--- config.mk ---
export PLATFORM = sky130hd
export DESIGN_NAME = self_organizing_list_search
export DESIGN_NICKNAME = d
export VERILOG_FILES = /design/src/rtl/sols_pkg.sv /design/src/rtl/sols_table.sv /design/src/rtl/self_organizing_list_search.sv
export SDC_FILE = /design/constraint.sdc
export NUM_CORES = 1
export LEC_CHECK = 0
export BUFFER_PORTS_ARGS = -buffer_cell sky130_fd_sc_hd__buf_2
export CAP_MARGIN = 15
export CORE_MARGIN = 10
export CORE_UTILIZATION = 65
export DETAILED_ROUTE_END_ITERATION = 12
export PLACE_DENSITY = 0.82
export RECOVER_POWER = 50
export REMOVE_ABC_BUFFERS = 1
export SYNTH_ARGS = -nofsm -noshare
export SYNTH_HDL_FRONTEND = slang
export SYNTH_SLANG_ARGS = --single-unit
--- constraint.sdc ---
create_clock -name aclk -period 8.87 [get_ports aclk]
set_input_delay 0.887 -clock aclk [delete_from_list [all_inputs] [get_ports aclk]]
set_output_delay 0.887 -clock aclk [all_outputs]
set_load 0.01 [all_outputs]
--- src/rtl/sols_pkg.sv ---
// Shared constants for the self-organizing list search block.
package sols_pkg;

    localparam int STATUS_W = 2;
    localparam int POS_W    = 4;
    localparam int IN_KEY_W = 32;

    // Result status codes
    localparam logic [STATUS_W-1:0] STATUS_FOUND    = 2'd0;
    localparam logic [STATUS_W-1:0] STATUS_MISS     = 2'd1;
    localparam logic [STATUS_W-1:0] STATUS_APPENDED = 2'd2;
    localparam logic [STATUS_W-1:0] STATUS_FULL     = 2'd3;

    // Operation codes
    localparam logic OP_SEARCH = 1'b0;
    localparam logic OP_APPEND = 1'b1;

    // Reorder methods
    localparam logic METHOD_MTF       = 1'b0;
    localparam logic METHOD_TRANSPOSE = 1'b1;

endpackage

--- src/rtl/sols_table.sv ---
// Key table storage: one write port, one read port with registered read data.
module sols_table #(
    parameter int DEPTH     = 16,
    parameter int KEY_WIDTH = 32,
    parameter int IDX_W     = 4
) (
    input  logic                 aclk,
    input  logic                 rd_en,
    input  logic [IDX_W-1:0]     rd_addr,
    output logic [KEY_WIDTH-1:0] rd_data,
    input  logic                 wr_en,
    input  logic [IDX_W-1:0]     wr_addr,
    input  logic [KEY_WIDTH-1:0] wr_data
);

    logic [KEY_WIDTH-1:0] mem [DEPTH];
    logic [KEY_WIDTH-1:0] rd_data_reg;

    // Write port
    always_ff @(posedge aclk) begin
        if (wr_en) begin
            mem[wr_addr] <= wr_data;
        end
    end

    // Read port, registered read data
    always_ff @(posedge aclk) begin
        if (rd_en) begin
            rd_data_reg <= mem[rd_addr];
        end
    end

    assign rd_data = rd_data_reg;

endmodule

--- src/rtl/self_organizing_list_search.sv ---
// Self-organizing list search: serial scan of a key table with move-to-front or transpose.
// Append answers without a scan; a search scans from the head, and a hit past the head shifts, then places the key.
//   The scan reads one entry a cycle; each move-to-front shift cycle reads and writes one entry.
// One transaction at a time; the scan and the shift share the single table read port.
// Synchronous active-low reset clears count, method and handshake state; table is not cleared.
module self_organizing_list_search #(
    parameter int DEPTH     = 16,
    parameter int KEY_WIDTH = 32
) (
    input  logic                          aclk,
    input  logic                          aresetn,
    input  logic                          cfg_wr_en,
    input  logic                          cfg_wr_data,
    input  logic                          s_valid,
    output logic                          s_ready,
    input  logic                          s_operation,
    input  logic [sols_pkg::IN_KEY_W-1:0] s_key,
    output logic                          m_valid,
    input  logic                          m_ready,
    output logic [sols_pkg::STATUS_W-1:0] m_status,
    output logic [sols_pkg::POS_W-1:0]    m_position
);

    import sols_pkg::*;

    localparam int IDX_W = (DEPTH > 1) ? $clog2(DEPTH) : 1;
    localparam int CNT_W = $clog2(DEPTH + 1);

    localparam logic [2:0] ST_IDLE  = 3'd0;
    localparam logic [2:0] ST_SCAN  = 3'd1;
    localparam logic [2:0] ST_SHIFT = 3'd2;
    localparam logic [2:0] ST_PLACE = 3'd3;
    localparam logic [2:0] ST_DONE  = 3'd4;

    // Index to the position field width (masked or zero-extended)
    function automatic logic [POS_W-1:0] to_pos(input logic [IDX_W-1:0] idx);
        logic [IDX_W+POS_W-1:0] wide;
        wide = {{POS_W{1'b0}}, idx};
        return wide[POS_W-1:0];
    endfunction

    // Input key to the table key width
    function automatic logic [KEY_WIDTH-1:0] to_key(input logic [IN_KEY_W-1:0] k);
        logic [IN_KEY_W+KEY_WIDTH-1:0] wide;
        wide = {{KEY_WIDTH{1'b0}}, k};
        return wide[KEY_WIDTH-1:0];
    endfunction

    logic [2:0]           state_reg, state_next;
    logic [CNT_W-1:0]     count_reg, count_next;
    logic [IDX_W-1:0]     idx_reg, idx_next;
    logic [KEY_WIDTH-1:0] key_reg, key_next;
    logic                 method_reg;
    logic [STATUS_W-1:0]  res_status_reg, res_status_next;
    logic [POS_W-1:0]     res_pos_reg, res_pos_next;
    logic                 m_valid_reg, m_valid_next;
    logic [STATUS_W-1:0]  m_status_reg, m_status_next;
    logic [POS_W-1:0]     m_position_reg, m_position_next;

    logic                 rd_en;
    logic [IDX_W-1:0]     rd_addr;
    logic [KEY_WIDTH-1:0] rd_data;
    logic                 wr_en;
    logic [IDX_W-1:0]     wr_addr;
    logic [KEY_WIDTH-1:0] wr_data;
    logic                 s_fire;
    logic                 last_entry;

    sols_table #(
        .DEPTH     (DEPTH),
        .KEY_WIDTH (KEY_WIDTH),
        .IDX_W     (IDX_W)
    ) u_table (
        .aclk    (aclk),
        .rd_en   (rd_en),
        .rd_addr (rd_addr),
        .rd_data (rd_data),
        .wr_en   (wr_en),
        .wr_addr (wr_addr),
        .wr_data (wr_data)
    );

    assign s_ready    = (state_reg == ST_IDLE);
    assign s_fire     = s_valid && s_ready;
    assign last_entry = ((CNT_W'(idx_reg) + CNT_W'(1)) == count_reg);

    // Sequencer: scan, shift, place, deliver
    always_comb begin
        state_next      = state_reg;
        count_next      = count_reg;
        idx_next        = idx_reg;
        key_next        = key_reg;
        res_status_next = res_status_reg;
        res_pos_next    = res_pos_reg;
        m_valid_next    = m_valid_reg && !m_ready;
        m_status_next   = m_status_reg;
        m_position_next = m_position_reg;
        rd_en           = 1'b0;
        rd_addr         = idx_reg;
        wr_en           = 1'b0;
        wr_addr         = idx_reg;
        wr_data         = key_reg;

        case (state_reg)
            ST_IDLE: begin
                if (s_valid) begin
                    key_next   = to_key(s_key);
                    state_next = ST_DONE;
                    if (s_operation == OP_APPEND) begin
                        if (count_reg == CNT_W'(DEPTH)) begin
                            res_status_next = STATUS_FULL;
                            res_pos_next    = '0;
                        end else begin
                            wr_en           = 1'b1;
                            wr_addr         = count_reg[IDX_W-1:0];
                            wr_data         = to_key(s_key);
                            count_next      = count_reg + CNT_W'(1);
                            res_status_next = STATUS_APPENDED;
                            res_pos_next    = to_pos(count_reg[IDX_W-1:0]);
                        end
                    end else if (count_reg == '0) begin
                        res_status_next = STATUS_MISS;
                        res_pos_next    = '0;
                    end else begin
                        rd_en      = 1'b1;
                        rd_addr    = '0;
                        idx_next   = '0;
                        state_next = ST_SCAN;
                    end
                end
            end
            ST_SCAN: begin
                // rd_data holds the entry at idx_reg
                if (rd_data == key_reg) begin
                    if (idx_reg == '0) begin
                        res_status_next = STATUS_FOUND;
                        res_pos_next    = '0;
                        state_next      = ST_DONE;
                    end else begin
                        rd_en      = 1'b1;
                        rd_addr    = idx_reg - IDX_W'(1);
                        state_next = ST_SHIFT;
                    end
                end else if (last_entry) begin
                    res_status_next = STATUS_MISS;
                    res_pos_next    = '0;
                    state_next      = ST_DONE;
                end else begin
                    rd_en    = 1'b1;
                    rd_addr  = idx_reg + IDX_W'(1);
                    idx_next = idx_reg + IDX_W'(1);
                end
            end
            ST_SHIFT: begin
                // Move the predecessor back one slot
                wr_en    = 1'b1;
                wr_addr  = idx_reg;
                wr_data  = rd_data;
                idx_next = idx_reg - IDX_W'(1);
                if ((method_reg == METHOD_MTF) && (idx_reg > IDX_W'(1))) begin
                    rd_en   = 1'b1;
                    rd_addr = idx_reg - IDX_W'(2);
                end else begin
                    state_next = ST_PLACE;
                end
            end
            ST_PLACE: begin
                wr_en           = 1'b1;
                wr_addr         = idx_reg;
                wr_data         = key_reg;
                res_status_next = STATUS_FOUND;
                res_pos_next    = to_pos(idx_reg);
                state_next      = ST_DONE;
            end
            ST_DONE: begin
                if (!m_valid_reg || m_ready) begin
                    m_valid_next    = 1'b1;
                    m_status_next   = res_status_reg;
                    m_position_next = res_pos_reg;
                    state_next      = ST_IDLE;
                end
            end
            default: begin
                state_next = ST_IDLE;
            end
        endcase
    end

    // Control state
    always_ff @(posedge aclk) begin
        if (!aresetn) begin
            state_reg   <= ST_IDLE;
            count_reg   <= '0;
            method_reg  <= METHOD_MTF;
            m_valid_reg <= 1'b0;
        end else begin
            state_reg   <= state_next;
            count_reg   <= count_next;
            m_valid_reg <= m_valid_next;
            if (cfg_wr_en) begin
                method_reg <= cfg_wr_data;
            end
        end
    end

    // Payload registers
    always_ff @(posedge aclk) begin
        idx_reg        <= idx_next;
        key_reg        <= key_next;
        res_status_reg <= res_status_next;
        res_pos_reg    <= res_pos_next;
        m_status_reg   <= m_status_next;
        m_position_reg <= m_position_next;
    end

    assign m_valid    = m_valid_reg;
    assign m_status   = m_status_reg;
    assign m_position = m_position_reg;

    // Entry count stays within the table
    a_count_bound: assert property (@(posedge aclk) disable iff (!aresetn)
        count_reg <= CNT_W'(DEPTH))
        else $error("entry count beyond table depth");

    // Count moves only on an appended transaction
    a_count_append: assert property (@(posedge aclk) disable iff (!aresetn)
        !(s_fire && (s_operation == OP_APPEND)) |=> $stable(count_reg))
        else $error("entry count changed without append");

    // Scan never passes the filled part of the table
    a_scan_bound: assert property (@(posedge aclk) disable iff (!aresetn)
        (state_reg == ST_SCAN) |-> (CNT_W'(idx_reg) < count_reg))
        else $error("scan index beyond entry count");

    // Shift only runs on a hit past the head
    a_shift_bound: assert property (@(posedge aclk) disable iff (!aresetn)
        (state_reg == ST_SHIFT) |-> ((idx_reg != '0) && (CNT_W'(idx_reg) < count_reg)))
        else $error("shift index out of range");

    // An accepted transaction holds off the next one
    a_one_at_a_time: assert property (@(posedge aclk) disable iff (!aresetn)
        s_fire |=> !s_ready)
        else $error("input taken while busy");

endmodule

==> metrics <==
status=complete, but fails checks; failing checks=capacitance limit, slew limit; core area=36,790 um^2; vias in the first global route=13,423; EDFF count, synth=592; Cell Count, Final, Fillers Out=1,968; Final period util=78.37%; top_reg_cell synth=edfxtp_1; pin count of the biggest net entering global routing=156; Max clock buf depth=3; drt first pass iters=5; WP data arrival=7.29 ns; n_diodes=0; area leader, netlist=edfxtp_1; via density per instance=6.816; first-pass GRT wire length=83,120 um; Final Skew=0.01137 ns; Synth top cells by count=edfxtp_1 (592), nand2_1 (85), nor2_1 (69), mux2i_1 (67), o22ai_1 (67); Final Slew Violations=126; global route overflow=0; final hold slack=0.4183 ns; hpwl dp=31,350 um; Worst Tran Pin Value=3.207 ns; share of layout cells above drive strength 1=15.13%; CTS Root Cell=clkbuf_16; CP max stage delay=2.26 ns; PortBufs=46; post_cts resized=0; GR Util All Layers=24.72%; Max Freq=143.9 MHz; startpoint types=register; register area share after synthesis=73.77%; routed via count=13,414; most instantiated library cell after synthesis=edfxtp_1; maximum fanout along the worst path=38; max reg flops=512; #FFs+latches synth=602; worst reg2reg path depth=9; post-route setup slack=1.919 ns; CP max stage cell=nor3b_1; Area Growth Syn to Fin=10.05%; Post-Syn Area per Cell=17.32 um^2; total power=7.187 mW; area of the die=45,640 um^2; Synth area leaders=edfxtp_1 (73%), mux2_1 (3.0%), mux2_2 (3.0%); CP top delay family=simple AND/OR/NAND/NOR gates; WS Path Type=register to register; setup TNS=0 ns; row cnt=70; Starting Density=66.25%; CP Depth=9; io pins=47; leakage power=8.853 nW; H-Tree Depth=2; Worst Path Buf+Inv=1; Remaining DRCs=0; Post-CTS Setup Inserts=0; final WL=55,620 um; hold buffer count at CTS=0; Worst Hold Class=register to register; initial antenna violation count=0; routed length per instance=28.26 um; Clk pin slew, worst setup/hold paths=0.06 ns; worst-case vdd ir drop=219.4 uV; worst slack at placement=3.715 ns; Slew HR=-114.0%; placed inst area=25,110 um^2; pwr dens=268.0 nW/um^2; Die X=213.6 um; Final ANT Viol Nets=0; min cycle time layout=6.951 ns; Inst Count DP=1,864; worst skew pair latency=0.61 ns; Worst R2R Setup Slack=1.92 ns; critical path's most frequent cell=nand3_1; fin area=26,820 um^2; Mapped Area=24,370 um^2; Synth top area share=72.94%; Yosys cell types=64; Crit. End Element=register; FFs w/ async S/R, synth=0%; max_cap viols=6; Hold Crit Depth=0; unrepaired setup endpoints after global routing=no; Final Util=72.91%; Critical Path RT=9.21 ns; CTS sink count=602; Die Ht=213.6 um; yosys warns=0; final net count=1,503; final hold violation count=0; # setup viols final=0; GP Congestion=0.8897; synthesized instance count=1,407; cells along the critical path=nor3b_1 -> buf_4 -> nand3_1 -> nand3_1 -> o21a_1 -> o221a_4 -> nand3_2 -> o22ai_1 -> nor4_1; CTS tree=done; Num CTS Buffers=56; Iter 0 DRT Violations=1,824
-- layer usage --
metal / vias to the layer above / GRT usage [%] / part of all wire [%]
li1: 5708 / - / -
met1: 6761 / 33.47 / 39
met2: 805 / 38.54 / 48
met3: 140 / 5.154 / 10
met4: 0 / 10.83 / 3.7
met5: - / 0 / 0
-- cell usage in the layout, fill, tap and decap left out, drive strengths merged, types with 4 or more instances in the layout --
cell	netlist	routed
edfxtp	592	592
mux2	128	128
clkbuf	29	116
nand2	85	85
nor2	69	69
o22ai	67	67
mux2i	67	67
nor4	42	42
a22o	34	34
a22oi	33	33
xor2	33	33
mux4	32	32
buf	47	25
clkinv	0	21
a21oi	12	12
inv	10	11
dfxtp	10	10
o21ai	10	10
ha	9	9
nor3	9	9
a31oi	8	8
xnor2	7	7
and2	7	7
nand3	7	7
nand2b	6	6
o211ai	5	5
nor2b	4	4
a21boi	4	4
bufinv	0	4
-- kinds of logic after synthesis --
family | share of synthesized area (%)
multiplexers | 11.62
XOR/XNOR | 1.535
flip-flops | 73.77
AND/OR/NAND/NOR | 4.903
adder cells (fa/ha/maj) | 0.4621
buffers and inverters | 1.951
AO/OA/AOI/OAI | 5.760
-- layout make-up --
class,instances,area [um^2]
flip-flops and latches,602,17980
fillers,2121,9965
multi-input cells,719,6010
clock buffers,75,1575
well taps,468,585.6
repair buffers,66,382.9
clock inverters,28,252.7
inverters,10,37.54
-- worst paths after layout --
kind | from | endpoint
max reg2reg | state_reg[1]$_SDFFE_PN0P_ | u_table.rd_data[2]$_DFFE_PP_
min | res_pos_reg[0]$_DFFE_PP_ | m_position[0]$_DFFE_PP_
max | state_reg[1]$_SDFFE_PN0P_ | u_table.rd_data[2]$_DFFE_PP_
min reg2reg | res_pos_reg[0]$_DFFE_PP_ | m_position[0]$_DFFE_PP_
-- report_power, final --
group,internal (mW),switching [mW],total (mW),leakage [nW]
combinational,0.566,0.868,1.43,2.50
clock,1.36,1.02,2.38,0.896
sequential,3.31,0.0664,3.37,5.46
No activity file was read; power rests on OpenSTA's default activity.
